**src/sv/joystick_to_keys_and_mouse_core_assert.svh**
```systemverilog
// assertion macros for the joystick core rtl, included by the front
// both expect clk and rst_n in the enclosing module
`ifndef JOYSTICK_TO_KEYS_AND_MOUSE_CORE_ASSERT_SVH
`define JOYSTICK_TO_KEYS_AND_MOUSE_CORE_ASSERT_SVH

// condition holds at every clock edge out of reset
`define JTKM_ASSERT_ALWAYS(lbl, cond, msg) \
  lbl: assert property (@(posedge clk) disable iff (!rst_n) (cond)) else $error(msg);

// consequence holds in the cycle after the antecedent
`define JTKM_ASSERT_NEXT(lbl, ante, cons, msg) \
  lbl: assert property (@(posedge clk) disable iff (!rst_n) (ante) |=> (cons)) \
    else $error(msg);

`endif

```
**src/sv/jtkm_pkg.sv**
```systemverilog
package jtkm_pkg;

  // configuration register widths and reset values
  localparam int CENTER_W   = 10;
  localparam int DZ_W       = 9;
  localparam int TH_W       = 9;
  localparam int CFG_DATA_W = 10;
  localparam int CFG_IDX_W  = 2;

  localparam logic [CENTER_W-1:0] CENTER_RST = 10'd512;
  localparam logic [DZ_W-1:0]     DZ_RST     = 9'd50;
  localparam logic [TH_W-1:0]     TH_RST     = 9'd200;

  // configuration register indexes
  localparam logic [CFG_IDX_W-1:0] CFG_CENTER = 2'd0;
  localparam logic [CFG_IDX_W-1:0] CFG_DZ     = 2'd1;
  localparam logic [CFG_IDX_W-1:0] CFG_TH     = 2'd2;

  // result fields
  localparam int MOVE_W = 8;
  localparam int MAX_EV = 4;

  // request queue between front and back, power of two
  localparam int Q_DEPTH = 2;
  localparam int Q_PTR_W = $clog2(Q_DEPTH);
  localparam int Q_CNT_W = $clog2(Q_DEPTH + 1);

  typedef enum logic [1:0] {
    EV_PRESS   = 2'd0,
    EV_RELEASE = 2'd1,
    EV_MOVE    = 2'd2
  } ev_kind_t;

  typedef enum logic [1:0] {
    KEY_UP    = 2'd0,
    KEY_LEFT  = 2'd1,
    KEY_DOWN  = 2'd2,
    KEY_RIGHT = 2'd3
  } key_t;

  typedef struct packed {
    ev_kind_t kind;
    key_t     code;
  } ev_t;

  // events of one sample, in emit order, last holds count minus one
  typedef struct packed {
    logic [1:0]          last;
    ev_t [MAX_EV-1:0]    ev;
  } ev_list_t;

  typedef struct packed {
    logic [CENTER_W-1:0] center;
    logic [DZ_W-1:0]     dz;
    logic [TH_W-1:0]     th;
  } cfg_t;

endpackage

```
**src/sv/jtkm_front.sv**
```systemverilog
module jtkm_front #(
  parameter int SAMPLE_BITS = 10
) (
  input  logic                   clk,
  input  logic                   rst_n,
  input  jtkm_pkg::cfg_t         cfg,
  input  logic                   accept,
  input  logic [SAMPLE_BITS-1:0] raw_x,
  input  logic [SAMPLE_BITS-1:0] raw_y,
  input  logic                   key_mode,
  output logic                   push,
  output jtkm_pkg::ev_list_t     push_ev,
  output logic                   push_xs,
  output logic [(SAMPLE_BITS > jtkm_pkg::CENTER_W ? SAMPLE_BITS : jtkm_pkg::CENTER_W)-1:0]
                                 push_xm,
  output logic                   push_ys,
  output logic [(SAMPLE_BITS > jtkm_pkg::CENTER_W ? SAMPLE_BITS : jtkm_pkg::CENTER_W)-1:0]
                                 push_ym
);

  `include "joystick_to_keys_and_mouse_core_assert.svh"

  localparam int MAG_W = (SAMPLE_BITS > jtkm_pkg::CENTER_W) ? SAMPLE_BITS : jtkm_pkg::CENTER_W;
  localparam int OFS_W = MAG_W + 1;
  localparam int NCAND = 5;

  logic [3:0]         held_r;
  logic [3:0]         held_nxt;
  logic [MAG_W-1:0]   raw_e [2];
  logic [OFS_W-1:0]   ofs [2];
  logic [OFS_W-1:0]   ofs_neg [2];
  logic               sgn [2];
  logic [MAG_W-1:0]   mag [2];
  logic [MAG_W-1:0]   dmag [2];
  logic               go_neg [2];
  logic               go_pos [2];
  jtkm_pkg::key_t     kneg [2];
  jtkm_pkg::key_t     kpos [2];
  jtkm_pkg::ev_t      cand [NCAND];
  logic [NCAND-1:0]   cand_vld;
  logic [2:0]         n_ev;
  jtkm_pkg::ev_list_t list;

  // center offset and magnitude per axis, index 0 is y, 1 is x
  always_comb begin
    raw_e[0] = MAG_W'(raw_y);
    raw_e[1] = MAG_W'(raw_x);
    kneg[0]  = jtkm_pkg::KEY_UP;
    kpos[0]  = jtkm_pkg::KEY_DOWN;
    kneg[1]  = jtkm_pkg::KEY_LEFT;
    kpos[1]  = jtkm_pkg::KEY_RIGHT;
    for (int a = 0; a < 2; a++) begin
      ofs[a]     = {1'b0, raw_e[a]} - {1'b0, MAG_W'(cfg.center)};
      ofs_neg[a] = ~ofs[a] + OFS_W'(1);
      sgn[a]     = ofs[a][MAG_W];
      mag[a]     = sgn[a] ? ofs_neg[a][MAG_W-1:0] : ofs[a][MAG_W-1:0];
      go_neg[a]  = sgn[a] && (mag[a] > MAG_W'(cfg.th));
      go_pos[a]  = !sgn[a] && (mag[a] > MAG_W'(cfg.th));
      dmag[a]    = (mag[a] < MAG_W'(cfg.dz)) ? '0 : mag[a];
    end
  end

  // candidate events in emit order and the new held key set
  always_comb begin
    for (int c = 0; c < NCAND; c++) begin
      cand[c].kind = jtkm_pkg::EV_RELEASE;
      cand[c].code = jtkm_pkg::KEY_UP;
    end
    cand_vld = '0;
    held_nxt = held_r;
    if (key_mode) begin
      for (int a = 0; a < 2; a++) begin
        // first slot of the axis
        if (go_neg[a]) begin
          cand[2*a].kind  = jtkm_pkg::EV_PRESS;
          cand[2*a].code  = kneg[a];
          cand_vld[2*a]   = !held_r[kneg[a]];
        end else if (go_pos[a]) begin
          cand[2*a].kind  = jtkm_pkg::EV_PRESS;
          cand[2*a].code  = kpos[a];
          cand_vld[2*a]   = !held_r[kpos[a]];
        end else begin
          cand[2*a].kind  = jtkm_pkg::EV_RELEASE;
          cand[2*a].code  = kneg[a];
          cand_vld[2*a]   = held_r[kneg[a]];
        end
        // second slot of the axis
        cand[2*a+1].kind = jtkm_pkg::EV_RELEASE;
        if (go_pos[a]) begin
          cand[2*a+1].code = kneg[a];
          cand_vld[2*a+1]  = held_r[kneg[a]];
        end else begin
          cand[2*a+1].code = kpos[a];
          cand_vld[2*a+1]  = held_r[kpos[a]];
        end
        held_nxt[kneg[a]] = go_neg[a];
        held_nxt[kpos[a]] = go_pos[a];
      end
    end else begin
      cand[0].code = jtkm_pkg::KEY_UP;
      cand[1].code = jtkm_pkg::KEY_LEFT;
      cand[2].code = jtkm_pkg::KEY_DOWN;
      cand[3].code = jtkm_pkg::KEY_RIGHT;
      cand_vld[3:0] = {held_r[jtkm_pkg::KEY_RIGHT], held_r[jtkm_pkg::KEY_DOWN],
                       held_r[jtkm_pkg::KEY_LEFT], held_r[jtkm_pkg::KEY_UP]};
      cand[4].kind = jtkm_pkg::EV_MOVE;
      cand[4].code = jtkm_pkg::KEY_UP;
      cand_vld[4]  = (dmag[0] != '0) || (dmag[1] != '0);
      held_nxt     = '0;
    end
  end

  // pack valid candidates into the event list
  always_comb begin
    list = '0;
    n_ev = '0;
    for (int c = 0; c < NCAND; c++) begin
      if (cand_vld[c]) begin
        if (n_ev < 3'(jtkm_pkg::MAX_EV)) begin
          list.ev[n_ev[1:0]] = cand[c];
        end
        n_ev = n_ev + 3'd1;
      end
    end
    list.last = 2'(n_ev - 3'd1);
  end

  assign push    = accept && (n_ev != '0);
  assign push_ev = list;
  assign push_xs = sgn[1];
  assign push_xm = dmag[1];
  assign push_ys = sgn[0];
  assign push_ym = dmag[0];

  // held key set
  always_ff @(posedge clk) begin
    if (!rst_n) begin
      held_r <= '0;
    end else if (accept) begin
      held_r <= held_nxt;
    end
  end

  `JTKM_ASSERT_ALWAYS(a_up_down_excl,
    !(held_r[jtkm_pkg::KEY_UP] && held_r[jtkm_pkg::KEY_DOWN]), "up and down held together")
  `JTKM_ASSERT_ALWAYS(a_left_right_excl,
    !(held_r[jtkm_pkg::KEY_LEFT] && held_r[jtkm_pkg::KEY_RIGHT]), "left and right held together")
  `JTKM_ASSERT_NEXT(a_mouse_releases, accept && !key_mode, held_r == '0,
    "keys still held after mouse sample")

endmodule

```
**src/sv/jtkm_queue.sv**
```systemverilog
module jtkm_queue #(
  parameter int W = 8
) (
  input  logic         clk,
  input  logic         rst_n,
  input  logic         push,
  input  logic [W-1:0] din,
  input  logic         pop,
  output logic [W-1:0] dout,
  output logic         vld,
  output logic         full
);

  logic [W-1:0]                 mem_r [jtkm_pkg::Q_DEPTH];
  logic [jtkm_pkg::Q_PTR_W-1:0] wr_ptr_r;
  logic [jtkm_pkg::Q_PTR_W-1:0] rd_ptr_r;
  logic [jtkm_pkg::Q_CNT_W-1:0] cnt_r;
  logic                         do_push;
  logic                         do_pop;

  assign full    = (cnt_r == jtkm_pkg::Q_CNT_W'(jtkm_pkg::Q_DEPTH));
  assign vld     = (cnt_r != '0);
  assign dout    = mem_r[rd_ptr_r];
  assign do_push = push && !full;
  assign do_pop  = pop && vld;

  // pointers and fill count
  always_ff @(posedge clk) begin
    if (!rst_n) begin
      wr_ptr_r <= '0;
      rd_ptr_r <= '0;
      cnt_r    <= '0;
    end else begin
      if (do_push) begin
        wr_ptr_r <= wr_ptr_r + jtkm_pkg::Q_PTR_W'(1);
      end
      if (do_pop) begin
        rd_ptr_r <= rd_ptr_r + jtkm_pkg::Q_PTR_W'(1);
      end
      if (do_push && !do_pop) begin
        cnt_r <= cnt_r + jtkm_pkg::Q_CNT_W'(1);
      end else if (do_pop && !do_push) begin
        cnt_r <= cnt_r - jtkm_pkg::Q_CNT_W'(1);
      end
    end
  end

  // entry storage
  always_ff @(posedge clk) begin
    if (do_push) begin
      mem_r[wr_ptr_r] <= din;
    end
  end

endmodule

```
**src/sv/jtkm_back.sv**
```systemverilog
module jtkm_back #(
  parameter int SAMPLE_BITS  = 10,
  parameter int MOVE_DIVISOR = 6
) (
  input  logic                        clk,
  input  logic                        rst_n,
  input  logic                        q_vld,
  input  jtkm_pkg::ev_list_t          q_ev,
  input  logic                        q_xs,
  input  logic [(SAMPLE_BITS > jtkm_pkg::CENTER_W ? SAMPLE_BITS : jtkm_pkg::CENTER_W)-1:0]
                                      q_xm,
  input  logic                        q_ys,
  input  logic [(SAMPLE_BITS > jtkm_pkg::CENTER_W ? SAMPLE_BITS : jtkm_pkg::CENTER_W)-1:0]
                                      q_ym,
  output logic                        q_pop,
  output logic                        out_valid,
  input  logic                        out_ready,
  output logic [1:0]                  out_event_kind,
  output logic [1:0]                  out_key_code,
  output logic signed [jtkm_pkg::MOVE_W-1:0] out_move_x,
  output logic signed [jtkm_pkg::MOVE_W-1:0] out_move_y,
  output logic                        out_last_event
);

  localparam int MAG_W   = (SAMPLE_BITS > jtkm_pkg::CENTER_W) ? SAMPLE_BITS : jtkm_pkg::CENTER_W;
  localparam int DIV_SH  = $clog2(MOVE_DIVISOR);
  localparam int SHIFT   = MAG_W + DIV_SH;
  localparam int RECIP_W = SHIFT + 1;
  localparam int PROD_W  = MAG_W + RECIP_W;
  // rounded-up reciprocal, exact floor quotient for any MAG_W-bit magnitude
  localparam logic [RECIP_W-1:0] RECIP =
    RECIP_W'(((longint'(1) << SHIFT) + longint'(MOVE_DIVISOR) - 1) / longint'(MOVE_DIVISOR));

  logic [PROD_W-1:0]          prod_x;
  logic [PROD_W-1:0]          prod_y;
  logic                       cur_vld_r;
  jtkm_pkg::ev_list_t         cur_ev_r;
  logic [1:0]                 cur_idx_r;
  logic [1:0]                 cur_idx_nxt;
  logic                       cur_xs_r;
  logic                       cur_ys_r;
  logic [MAG_W-1:0]           cur_qx_r;
  logic [MAG_W-1:0]           cur_qy_r;
  logic                       out_valid_r;
  jtkm_pkg::ev_kind_t         out_kind_r;
  jtkm_pkg::key_t             out_code_r;
  logic [jtkm_pkg::MOVE_W-1:0] out_mx_r;
  logic [jtkm_pkg::MOVE_W-1:0] out_my_r;
  logic                       out_last_r;
  logic                       out_free;
  logic                       emit;
  logic                       cur_done;
  logic                       cur_load;
  jtkm_pkg::ev_t              ev_sel;
  logic [jtkm_pkg::MOVE_W-1:0] mx_lo;
  logic [jtkm_pkg::MOVE_W-1:0] my_lo;
  logic [jtkm_pkg::MOVE_W-1:0] mx_w;
  logic [jtkm_pkg::MOVE_W-1:0] my_w;

  // handshake between queue, event sequencer and output register
  assign out_free    = !out_valid_r || out_ready;
  assign emit        = cur_vld_r && out_free;
  assign cur_done    = emit && (cur_idx_r == cur_ev_r.last);
  assign cur_load    = q_vld && (!cur_vld_r || cur_done);
  assign q_pop       = cur_load;
  assign cur_idx_nxt = cur_idx_r + 2'd1;

  // divide by constant as reciprocal multiply on the queue head
  assign prod_x = PROD_W'(q_xm) * PROD_W'(RECIP);
  assign prod_y = PROD_W'(q_ym) * PROD_W'(RECIP);

  // current event and wrapped move values
  always_comb begin
    ev_sel = cur_ev_r.ev[cur_idx_r];
    mx_lo  = cur_qx_r[jtkm_pkg::MOVE_W-1:0];
    my_lo  = cur_qy_r[jtkm_pkg::MOVE_W-1:0];
    mx_w   = cur_xs_r ? (~mx_lo + jtkm_pkg::MOVE_W'(1)) : mx_lo;
    my_w   = cur_ys_r ? (~my_lo + jtkm_pkg::MOVE_W'(1)) : my_lo;
  end

  // sequencer control
  always_ff @(posedge clk) begin
    if (!rst_n) begin
      cur_vld_r <= 1'b0;
      cur_idx_r <= '0;
    end else if (cur_load) begin
      cur_vld_r <= 1'b1;
      cur_idx_r <= '0;
    end else if (cur_done) begin
      cur_vld_r <= 1'b0;
    end else if (emit) begin
      cur_idx_r <= cur_idx_nxt;
    end
  end

  // sequencer payload
  always_ff @(posedge clk) begin
    if (cur_load) begin
      cur_ev_r <= q_ev;
      cur_xs_r <= q_xs;
      cur_ys_r <= q_ys;
      cur_qx_r <= prod_x[SHIFT +: MAG_W];
      cur_qy_r <= prod_y[SHIFT +: MAG_W];
    end
  end

  // output register control
  always_ff @(posedge clk) begin
    if (!rst_n) begin
      out_valid_r <= 1'b0;
    end else if (out_free) begin
      out_valid_r <= emit;
    end
  end

  // output register payload
  always_ff @(posedge clk) begin
    if (emit) begin
      out_kind_r <= ev_sel.kind;
      out_code_r <= ev_sel.code;
      out_last_r <= (cur_idx_r == cur_ev_r.last);
      if (ev_sel.kind == jtkm_pkg::EV_MOVE) begin
        out_mx_r <= mx_w;
        out_my_r <= my_w;
      end else begin
        out_mx_r <= '0;
        out_my_r <= '0;
      end
    end
  end

  assign out_valid      = out_valid_r;
  assign out_event_kind = out_kind_r;
  assign out_key_code   = out_code_r;
  assign out_move_x     = out_mx_r;
  assign out_move_y     = out_my_r;
  assign out_last_event = out_last_r;

endmodule

```
**src/sv/joystick_to_keys_and_mouse_core.sv**
```systemverilog
// Joystick sample to direction keys and mouse moves. A sample is taken in the
// cycle it is offered whenever the two-entry event queue has room; the front
// decides all its events at once and updates the held keys. The back emits
// one event per cycle through its output register while out_ready allows, so
// a sample that causes n events (0 to 4) puts them out in emit order, and a
// sample that causes none is never pushed into the queue. A result passes
// through a queue entry, the sequencer registers and the output register.
// Mouse divides use one constant reciprocal multiply per axis. Registers may
// be rewritten only while the block is idle.
module joystick_to_keys_and_mouse_core #(
  parameter int SAMPLE_BITS  = 10,
  parameter int MOVE_DIVISOR = 6
) (
  input  logic                                clk,
  input  logic                                rst_n,
  input  logic                                cfg_we,
  input  logic [jtkm_pkg::CFG_IDX_W-1:0]      cfg_index,
  input  logic [jtkm_pkg::CFG_DATA_W-1:0]     cfg_data,
  input  logic                                in_valid,
  output logic                                in_ready,
  input  logic [SAMPLE_BITS-1:0]              in_raw_x,
  input  logic [SAMPLE_BITS-1:0]              in_raw_y,
  input  logic                                in_key_mode,
  output logic                                out_valid,
  input  logic                                out_ready,
  output logic [1:0]                          out_event_kind,
  output logic [1:0]                          out_key_code,
  output logic signed [jtkm_pkg::MOVE_W-1:0]  out_move_x,
  output logic signed [jtkm_pkg::MOVE_W-1:0]  out_move_y,
  output logic                                out_last_event
);

  localparam int MAG_W = (SAMPLE_BITS > jtkm_pkg::CENTER_W) ? SAMPLE_BITS : jtkm_pkg::CENTER_W;
  localparam int Q_W   = $bits(jtkm_pkg::ev_list_t) + 2 * (MAG_W + 1);

  logic [jtkm_pkg::CENTER_W-1:0] center_r;
  logic [jtkm_pkg::DZ_W-1:0]     dz_r;
  logic [jtkm_pkg::TH_W-1:0]     th_r;
  jtkm_pkg::cfg_t                cfg;
  logic                          accept;
  logic                          push;
  jtkm_pkg::ev_list_t            push_ev;
  logic                          push_xs;
  logic [MAG_W-1:0]              push_xm;
  logic                          push_ys;
  logic [MAG_W-1:0]              push_ym;
  logic [Q_W-1:0]                q_din;
  logic [Q_W-1:0]                q_dout;
  logic                          q_vld;
  logic                          q_full;
  logic                          q_pop;
  jtkm_pkg::ev_list_t            q_ev;
  logic                          q_xs;
  logic [MAG_W-1:0]              q_xm;
  logic                          q_ys;
  logic [MAG_W-1:0]              q_ym;

  // configuration registers
  always_ff @(posedge clk) begin
    if (!rst_n) begin
      center_r <= jtkm_pkg::CENTER_RST;
      dz_r     <= jtkm_pkg::DZ_RST;
      th_r     <= jtkm_pkg::TH_RST;
    end else if (cfg_we) begin
      case (cfg_index)
        jtkm_pkg::CFG_CENTER: center_r <= cfg_data[jtkm_pkg::CENTER_W-1:0];
        jtkm_pkg::CFG_DZ:     dz_r     <= cfg_data[jtkm_pkg::DZ_W-1:0];
        jtkm_pkg::CFG_TH:     th_r     <= cfg_data[jtkm_pkg::TH_W-1:0];
        default: ;
      endcase
    end
  end

  assign cfg.center = center_r;
  assign cfg.dz     = dz_r;
  assign cfg.th     = th_r;

  // input request handshake
  assign in_ready = !q_full;
  assign accept   = in_valid && in_ready;

  jtkm_front #(
    .SAMPLE_BITS (SAMPLE_BITS)
  ) u_front (
    .clk      (clk),
    .rst_n    (rst_n),
    .cfg      (cfg),
    .accept   (accept),
    .raw_x    (in_raw_x),
    .raw_y    (in_raw_y),
    .key_mode (in_key_mode),
    .push     (push),
    .push_ev  (push_ev),
    .push_xs  (push_xs),
    .push_xm  (push_xm),
    .push_ys  (push_ys),
    .push_ym  (push_ym)
  );

  // event queue between front and back
  assign q_din = {push_ev, push_xs, push_xm, push_ys, push_ym};
  assign {q_ev, q_xs, q_xm, q_ys, q_ym} = q_dout;

  jtkm_queue #(
    .W (Q_W)
  ) u_queue (
    .clk   (clk),
    .rst_n (rst_n),
    .push  (push),
    .din   (q_din),
    .pop   (q_pop),
    .dout  (q_dout),
    .vld   (q_vld),
    .full  (q_full)
  );

  jtkm_back #(
    .SAMPLE_BITS  (SAMPLE_BITS),
    .MOVE_DIVISOR (MOVE_DIVISOR)
  ) u_back (
    .clk            (clk),
    .rst_n          (rst_n),
    .q_vld          (q_vld),
    .q_ev           (q_ev),
    .q_xs           (q_xs),
    .q_xm           (q_xm),
    .q_ys           (q_ys),
    .q_ym           (q_ym),
    .q_pop          (q_pop),
    .out_valid      (out_valid),
    .out_ready      (out_ready),
    .out_event_kind (out_event_kind),
    .out_key_code   (out_key_code),
    .out_move_x     (out_move_x),
    .out_move_y     (out_move_y),
    .out_last_event (out_last_event)
  );

endmodule

```
**config.mk**
```make
export PLATFORM = sky130hd
export DESIGN_NAME = joystick_to_keys_and_mouse_core
export DESIGN_NICKNAME = d
export VERILOG_FILES = /design/src/sv/jtkm_pkg.sv /design/src/sv/jtkm_front.sv /design/src/sv/jtkm_queue.sv /design/src/sv/jtkm_back.sv /design/src/sv/joystick_to_keys_and_mouse_core.sv
export VERILOG_INCLUDE_DIRS = /design/src /design/src/sv
export SDC_FILE = /design/constraint.sdc
export NUM_CORES = 1
export LEC_CHECK = 0
export BUFFER_PORTS_ARGS = -buffer_cell sky130_fd_sc_hd__clkbuf_2
export CORE_ASPECT_RATIO = 0.8
export CORE_UTILIZATION = 55
export DETAILED_ROUTE_END_ITERATION = 16
export PLACE_DENSITY_LB_ADDON = 0.2
export REMOVE_ABC_BUFFERS = 1
export SYNTH_ARGS = -nofsm -noshare
export SYNTH_HDL_FRONTEND = slang
export SYNTH_SLANG_ARGS = --single-unit
```
**constraint.sdc**
```tcl
create_clock -name clk -period 12.35 [get_ports clk]
set_input_delay 1.235 -clock clk [delete_from_list [all_inputs] [get_ports clk]]
set_output_delay 1.235 -clock clk [all_outputs]
set_load 0.01 [all_outputs]
```
* Word level (Yosys, flattened, before mapping)
Memories as Yosys holds them, arrays and structs flattened. A register that Yosys moved wholly into a read port is not among the register bits.
Index checks and enable logic that the tools add are counted.
** Word-level totals
- Logic and storage cells :: 182
- Bits in registers :: 97
- Memories kept :: 1
- Bits in writable memories :: 80
** Memories
- u_queue.mem_r :: depth 2, bits a word 40, read ports 1, clocked after Yosys merged registers in 1, write ports 1, line jtkm_queue.sv:14 : logic [W-1:0] mem_r [jtkm_pkg::Q_DEPTH];
** Cells by class
- $add $sub $neg :: 16
- Multiplexer cells :: 64
- Order comparisons :: 17
- Equal/unequal tests :: 5
- Bitwise gates (word level) :: 6
- Multiply operators :: 2
- Reductions and logical operators :: 43
** Operators with widths (number)
- $mux W16 :: 8
- $bwmux W16 :: 4
- $mul A10 B10 Y20 const B :: 2
- $mux W10 :: 4
- $mux W4 :: 9
- $demux W4 S2 :: 4
- $mux W3 :: 8
- $sub A10 B10 Y11 :: 2
- $add A10 B1 Y10 const B :: 2
- $gt A10 B9 Y1 :: 2
- $lt A10 B9 Y1 :: 2
- $mux W2 :: 10
- $not A10 Y10 :: 2
- $reduce_bool A10 Y1 :: 2
- $logic_and A1 B1 Y1 :: 17
- $add A8 B1 Y8 const B :: 2
- $mux W8 :: 2
- $not A8 Y8 :: 2
- $lt A2 B3 Y1 const B :: 5
- $mux W1 :: 14
- $add A3 B1 Y3 const B :: 4
- $lt A3 B3 Y1 const B :: 4
- $logic_not A1 Y1 :: 11
- $bmux W4 S2 :: 1
- other kinds (14) :: 30

* Logic depth before layout (Yosys ltp)
Gate-level depths: netlist of the first run.
- Depth after elaboration :: 26
- Gate-level depth with buffers :: 40
- Mapped depth without buffers :: 40

* Modules after synthesis
From an unflattened synthesis of the first run, not the netlist that was laid out.
** Second synthesis, totals
- Cell total of the unflattened synthesis :: 1312
- Area, all modules :: 13915.8 µm²
** Modules (own cells, without submodules)
- jtkm_back :: times used 1, cells an instance 502, sequential area each 1791.7 µm², area an instance 5740.5 µm²
- jtkm_front :: times used 1, cells an instance 548, sequential area each 80.1 µm², area an instance 3941.3 µm²
- jtkm_queue :: times used 1, cells an instance 149, sequential area each 2502.4 µm², area an instance 3109.2 µm²
- joystick_to_keys_and_mouse_core :: times used 1, cells an instance 113, sequential area each 560.5 µm², area an instance 1124.8 µm²

* Worst setup path after synthesis of the first run
No wires, ideal clock.
- Path type :: input-to-reg
- From :: input port in_raw_y[0]
- To :: memory u_queue.mem_r[0][0] (netlist bit), enable pin
- Arrival :: 8.435 ns
- Stages :: 31
- Setup time :: 0.437 ns
- Path buffers :: 0
- Slack :: 3.478 ns
- Data required time :: 11.913 ns
- Cells stage by stage :: inv_1 -> ha_1 -> inv_1 -> fa_1 -> a21oi_1 -> o21bai_1 -> xnor2_1 -> nand2_1 -> nor3_1 -> a31oi_1 -> xor2_1 -> inv_1 -> ha_1 -> nand2_1 -> nor4_1 -> nor2_1 -> a211o_1 -> and3_1 -> o21ai_0 -> a21boi_0 -> ha_1 -> xnor2_2 -> ha_1 -> nand2_1 -> o21ai_1 -> ha_1 -> mux2_2 -> ha_1 -> inv_1 -> o21ai_2 -> nor2_1
** Between the ends
- Cells in the longest elaborated chain, start to end :: 23
- Elaborated cells on any way between the ends :: 31
- Those cells by class :: add/sub (6); order compare (2); mux (14); bitwise (1); reduce/logical (8)
** Ends and longest elaborated chain
- from (decl) :: line joystick_to_keys_and_mouse_core.sv:22 : input logic [SAMPLE_BITS-1:0] in_raw_y,
- $sub A10 B10 Y11 (*) :: line jtkm_front.sv:53 : ofs[a] = {1'b0, raw_e[a]} - {1'b0, MAG_W'(cfg.center)};
- $not A10 Y10 :: line jtkm_front.sv:54 : ofs_neg[a] = ~ofs[a] + OFS_W'(1);
- $add A10 B1 Y10 :: line jtkm_front.sv:54
- $mux W10 :: line jtkm_front.sv:56 : mag[a] = sgn[a] ? ofs_neg[a][MAG_W-1:0] : ofs[a][MAG_W-1:0];
- $gt A10 B9 Y1 :: line jtkm_front.sv:57, jtkm_front.sv:58
- $logic_and A1 B1 Y1 :: line jtkm_front.sv:58 : go_pos[a] = !sgn[a] && (mag[a] > MAG_W'(cfg.th));
- $mux W1 :: line jtkm_front.sv:78 : end else if (go_pos[a]) begin
- $mux W1 :: line jtkm_front.sv:74 : if (go_neg[a]) begin
- [7 not listed]
- $mux W3 :: line jtkm_front.sv:118 : if (cand_vld[c]) begin
- $add A3 B1 Y3 :: line jtkm_front.sv:122 : n_ev = n_ev + 3'd1;
- $mux W3 (*) :: line jtkm_front.sv:118
- $reduce_bool A3 Y1 (*) :: line jtkm_front.sv:128 : assign push = accept && (n_ev != '0);
- $logic_and A1 B1 Y1 (*) :: line jtkm_front.sv:128
- $logic_and A1 B1 Y1 (*) :: line jtkm_queue.sv:24 : assign do_push = push && !full;
- $mux W1 (*) :: line jtkm_queue.sv:50 : if (do_push) begin
- $mux W1 (not written as such) (*) :: line jtkm_queue.sv:51 : mem_r[wr_ptr_r] <= din;
- to (decl) :: line jtkm_queue.sv:14
Mark *: on every way between the ends. The rest lies on a longest branch, timed or not.

* Worst setup path after layout of the first run
- From :: input port in_raw_y[0]
- To :: memory u_queue.mem_r[0][27] (netlist bit), enable pin
Same word-level chain as after synthesis.

==> results of run 1 <==
[worst min path at each step]
stage,end,slack (ps),depth (start not counted)
6_report,dz_r[8],470,2
5_1_grt,dz_r[8],490,2
4_1_cts,dz_r[8],470,2
2_1_floorplan,dz_r[2],440,2
3_5_place_dp,dz_r[8],460,2
3_3_place_gp,dz_r[3],460,2
[cells by family (layout without fill, tap and decap cells)]
family                     after synthesis  in the layout
and+or+nand+nor                        296            296
adders and majority gates              239            239
AOI/OAI and AO/OA                      225            225
buffers and inverters                  195            263
DFF                                    178            178
xor gates and xnor gates                72             72
muxes                                   61             61
[state kept, by name, indices dropped and copies added (netlist names), 2 cells and up, named ones only]
| register | flops |
|---|---|
| u_front.held_r | 4 |
| u_back.out_event_kind | 2 |
| dz_r | 9 |
| u_back.cur_qy_r | 8 |
| th_r | 9 |
| u_back.out_key_code | 2 |
| center_r | 10 |
| u_queue.mem_r | 80 |
| u_back.cur_idx_r | 2 |
| u_back.out_move_y | 8 |
| u_back.cur_qx_r | 8 |
| u_back.out_move_x | 8 |
| u_back.cur_ev_r | 18 |
| u_queue.cnt_r | 2 |
[synthesized netlist by cell type, types with 24 or more instances]
cell,instances,area [um2]
a21oi_1,53,265
dfxtp_1,41,821
edfxtp_1,137,4110
fa_1,46,921
ha_1,192,2400
inv_1,163,612
mux2_2,31,349
mux2i_1,24,240
nand2_1,66,248
nand3_1,24,120
nor2_1,75,282
nor2b_1,42,263
o21ai_0,31,155
xnor2_1,39,342
xor2_1,31,272
[metal layers]
layer / vias up / part of all wire [%] / GRT usage, % / wire length, um
met2: 256 / 44 / 35.5 / 11900
met3: 40 / 5.5 / 4.73 / 1510
li1: 4599 / - / - / -
met1: 4432 / 50 / 33.1 / 13500
met4: 0 / 1.3 / 5.99 / 362
met5: - / 0 / 0 / 0
[final cells by class]
cell class                      instances  share of cell area, %
Timing Repair Buffer                   63                   2.20
Inverter                              168                   4.30
Tap cell                              312                   2.66
Sequential cell                       178                   33.6
Multi-Input combinational cell        893                   53.1
Clock inverter                         13                   1.15
Clock buffer                           19                   3.01
[worst reg2reg max path, delay by kind of cell (launching register included)]
family,cells,cell delay (ps)
flops,1,370
fa+ha+maj,7,2110
mux,1,270
xor+xnor,3,950
simple gates,8,2010
buf+inv,3,270
compound gates,8,1640
[stage by stage]
step	hold WS (ps)	setup slack [ps]
6_report	474	3770
5_1_grt	492	3290
4_1_cts	474	3860
3_5_place_dp	463	3430
3_3_place_gp	457	3660
2_1_floorplan	443	3170
==> out/metrics.yaml, run 1 <==
stdcell_area_mm2: 0.0147
hold_violations: 0
synth_top_family_by_area: "adder cells"
area_growth_syn_to_layout_pct: 9.12
insertion_delay_ps: 440
cts_resized: 0
ys_seq_area_share_pct: 36.6
cp.required_ps: 12400
synth_xor_area_share_pct: 4.79
ys_ff_latch: 178
vias: 9327
ios: 61
slew_headroom_pct: 21.7
nets: 1597
rsz0062_at_grt: "no"
cp_top_family: "adder cells"
cts-root-buf: "clkbuf_16"
fin_crit_ps: 8580
fin_util_pct: 62.0
finalMaxSlewViolations: 0
crit_start: "in_raw_y[0]"
synthDistinctLibCells: 89
first_global_vias: 9098
tightest_slew_ps: 1170
timing.rr.end: "u_queue.mem_r[0][27]"
cp_common_cell: "ha_1"
hp-class: "reg -> reg"
multi_input_area_mm2: 0.00780
final_cell_mix: "ha_1, inv_1, edfxtp_1"
cts_made_buffers: 17
synth_mux_area_share_pct: 5.23
cts_tree: "done"
overflow: 0
cp_slowest_cell: "nor2_4"
worstPathMaxFanout: 40
core-area_mm2: 0.0237
max_freq_mhz: 117
rr_startpoint: "center_r[0]"
cts_max_level: 4
syn_avg_cell_area_um2: 10.6
status: "complete, no violations"
drv_cap: 0
layout_commonest_cell: "ha_1"
async_flop_share_pct: 0
wl_um: 27300
synth_adder_area_share_pct: 24.8
arrival_ps: 8640
grt_max_degree: 42
critical_path_buf_inv_count: 5
gp_congestion: 0.892
grt_pass1_wl_um: 45200
worstHoldStart: "dz_r[8]"
crit_cells: 32
reg2reg_depth: 30
setup_viol: 0
die_area_mm2: 0.0251
critPathKind: "in -> reg"
max_stage_delay_ps: 860
ctsHoldBuffers: 0
critPathLaunchType: "primary input"
fin_crit_sh_pct: 69.5
postCtsSetupRepairBufs: 0
final_antenna_net_count: 0
diodes: 0
drive_gt1_share_pct: 12.9
syn_area_mm2: 0.0135
numPortBuffers: 60
fillers: 1913
drt_first_pass_iters: 5
crit_path_end_kind: "flop"
max-clock-path-buffers: 2
placed_area_mm2: 0.0141
die_x_um: 177
yosys.area_share.simple_pct: 10.9
synth_flop_cell: "edfxtp_1"
start_util_pct: 56.8
synth_edf_count: 137
routed_via_density: 5.67
fin_cells: 1646
dp.cells: 1614
cts.sinks: 178
grtUsageTotal_pct: 23.1
clk_pin_slew_ps: 70
dp_hpwl_um: 21400
post-route-drc-count: 0
drt_iter0_markers: 486
synth_compound_area_share_pct: 12.1
seqCellArea_mm2: 0.00494
die_h_um: 142
r2r_slack_ps: 4310
skew_ps: 9.88
crit_path_end: "u_queue.mem_r[0][27]"
antenna_found_initial: 0
syn-instance-count: 1266
yosys_warnings: 0
setup_tns_ps: 0
wl_per_cell_um: 16.6
num_rows: 50
Power of run 1 is not shown: default switching activity piles up to over one toggle a cycle in this logic, so the estimate is an artifact.
==> run 2, diff against run 1 <==
clock period = 7.4 ns   (was 12.35 ns; I/O delays follow)
==> run 2 against run 1 <==
Global-route usage hardly changed. Die area stayed put. Count of clock-buffer cells in the layout is 1 higher. Flip-flop and latch count stayed put. Routed wire length is 1.5% higher. Register-to-register slack worse by 3900 ps. Cell count is 2.1% higher. Cell area is 2.7% higher. Hold slack better by 2.9 ps. Sequential share of layout area is 0.88 points lower. Critical path depth is 3 higher.
==> out/metrics.yaml, run 2 (synthesized netlist as in run 1, its figures left out) <==
status: "complete, no violations"
worstHoldStart: "dz_r[7]"
final_antenna_net_count: 0
numPortBuffers: 60
hp-class: "reg -> reg"
cp_top_family: "adder cells"
max-clock-path-buffers: 2
drive_gt1_share_pct: 16.7
whs_ps: 477
die_x_um: 177
met3_length_um: 1100
skew_ps: 12.4
final_cell_mix: "ha_1, inv_1, edfxtp_1"
largest_registers: "u_queue.mem_r: 80 flops, u_back.cur_ev_r: 18 flops, center_r: 10 flops"
grt_max_degree: 42
top_register: "u_queue.mem_r"
cts-root-buf: "clkbuf_16"
start_util_pct: 56.8
fin_crit_sh_pct: 94.9
arrival_ps: 7390
critPathKind: "in -> reg"
cp_common_cell: "ha_1"
crit_start: "in_raw_y[0]"
die_area_mm2: 0.0251
diodes: 0
setup_viol: 0
cts_max_level: 4
cp_slowest_cell: "fa_1"
nets: 1632
gp_congestion: 0.903
overflow: 0
stdcell_area_mm2: 0.0151
critPathLaunchType: "primary input"
routed_via_density: 5.59
max_freq_mhz: 142
finalMaxSlewViolations: 0
insertion_delay_ps: 440
max_stage_delay_ps: 410
dr_wl_met2_um: 12400
dp_hpwl_um: 21900
fillers: 1879
drt_iter0_markers: 599
wl_met1_um: 14000
antenna_found_initial: 0
grtUsageTotal_pct: 23.1
layout_commonest_cell: "ha_1"
num_rows: 50
largest_reg_flops: 80
cp.required_ps: 7770
drt_first_pass_iters: 5
fin_ws_ps: 381
fin_crit_ps: 7020
drv_cap: 0
die_h_um: 142
clk_pin_slew_ps: 70
post-route-drc-count: 0
first_global_vias: 9145
area_growth_syn_to_layout_pct: 12.1
wl_per_cell_um: 16.5
hold_violations: 0
critical_path_buf_inv_count: 9
setup_tns_ps: 0
highest_layer: "met4"
worstPathMaxFanout: 7
crit_path_end_kind: "flop"
grt_pass1_wl_um: 45500
cts_made_buffers: 17
placed_area_mm2: 0.0143
slew_headroom_pct: 21.9
dp_slack_ps: -214
core-area_mm2: 0.0237
rr_startpoint: "center_r[4]"
ios: 61
vias: 9391
cts.sinks: 178
wl_um: 27700
cts_tree: "done"
tightest_slew_ps: 1170
-- run 2: worst paths after layout --
path	endpoint	slack, ps	depth (start not counted)
worst max-delay path	u_queue.cnt_r[1]	380	35
worst min-delay path	dz_r[7]	480	2
worst max register to register	u_queue.cnt_r[1]	420	31
worst min register to register	dz_r[7]	480	2
-- run 2: per-layer routing --
| metal | GRT usage (%) | up-vias |
|---|---|---|
| met5 | 0 | - |
| met4 | 4.54 | 0 |
| met3 | 3.31 | 26 |
| met2 | 36.4 | 199 |
| met1 | 34.0 | 4499 |
| li1 | - | 4667 |
-- run 2: area by class of cell --
type	instances	area, um2	area share [%]
multi-input cells	893	7930	52.5
repair buffers	98	611	4.05
well taps	312	390	2.59
inverters	168	632	4.19
clock buffers	20	457	3.03
clock inverters	12	136	0.904
flip-flops and latches	178	4940	32.7
-- run 2: repair_timing --
| action | 4_1_cts | 5_1_grt |
|---|---|---|
| setup endpoints to repair | 0 | 82 |
| buffers inserted | 0 | 3 |
| endpoints found under the hold margin | 0 | 0 |
| gates resized for setup | 0 | 26 |
| hold buffers | 0 | 0 |
-- run 2: worst min-delay path, cell delays in order, from the launching register on --
cell and delay [ps]:
dfxtp_1 310, nand2_1 50, a21boi_0 60
-- run 2: metrics by stage --
step	utilization (%)	instances
after floorplan	-	1239
after global placement	60.5	1646
after detailed placement	60.5	1646
after CTS	63.0	1678
after global routing	63.6	1681
final	63.6	1681
Power of run 2 is left out for the same reason.
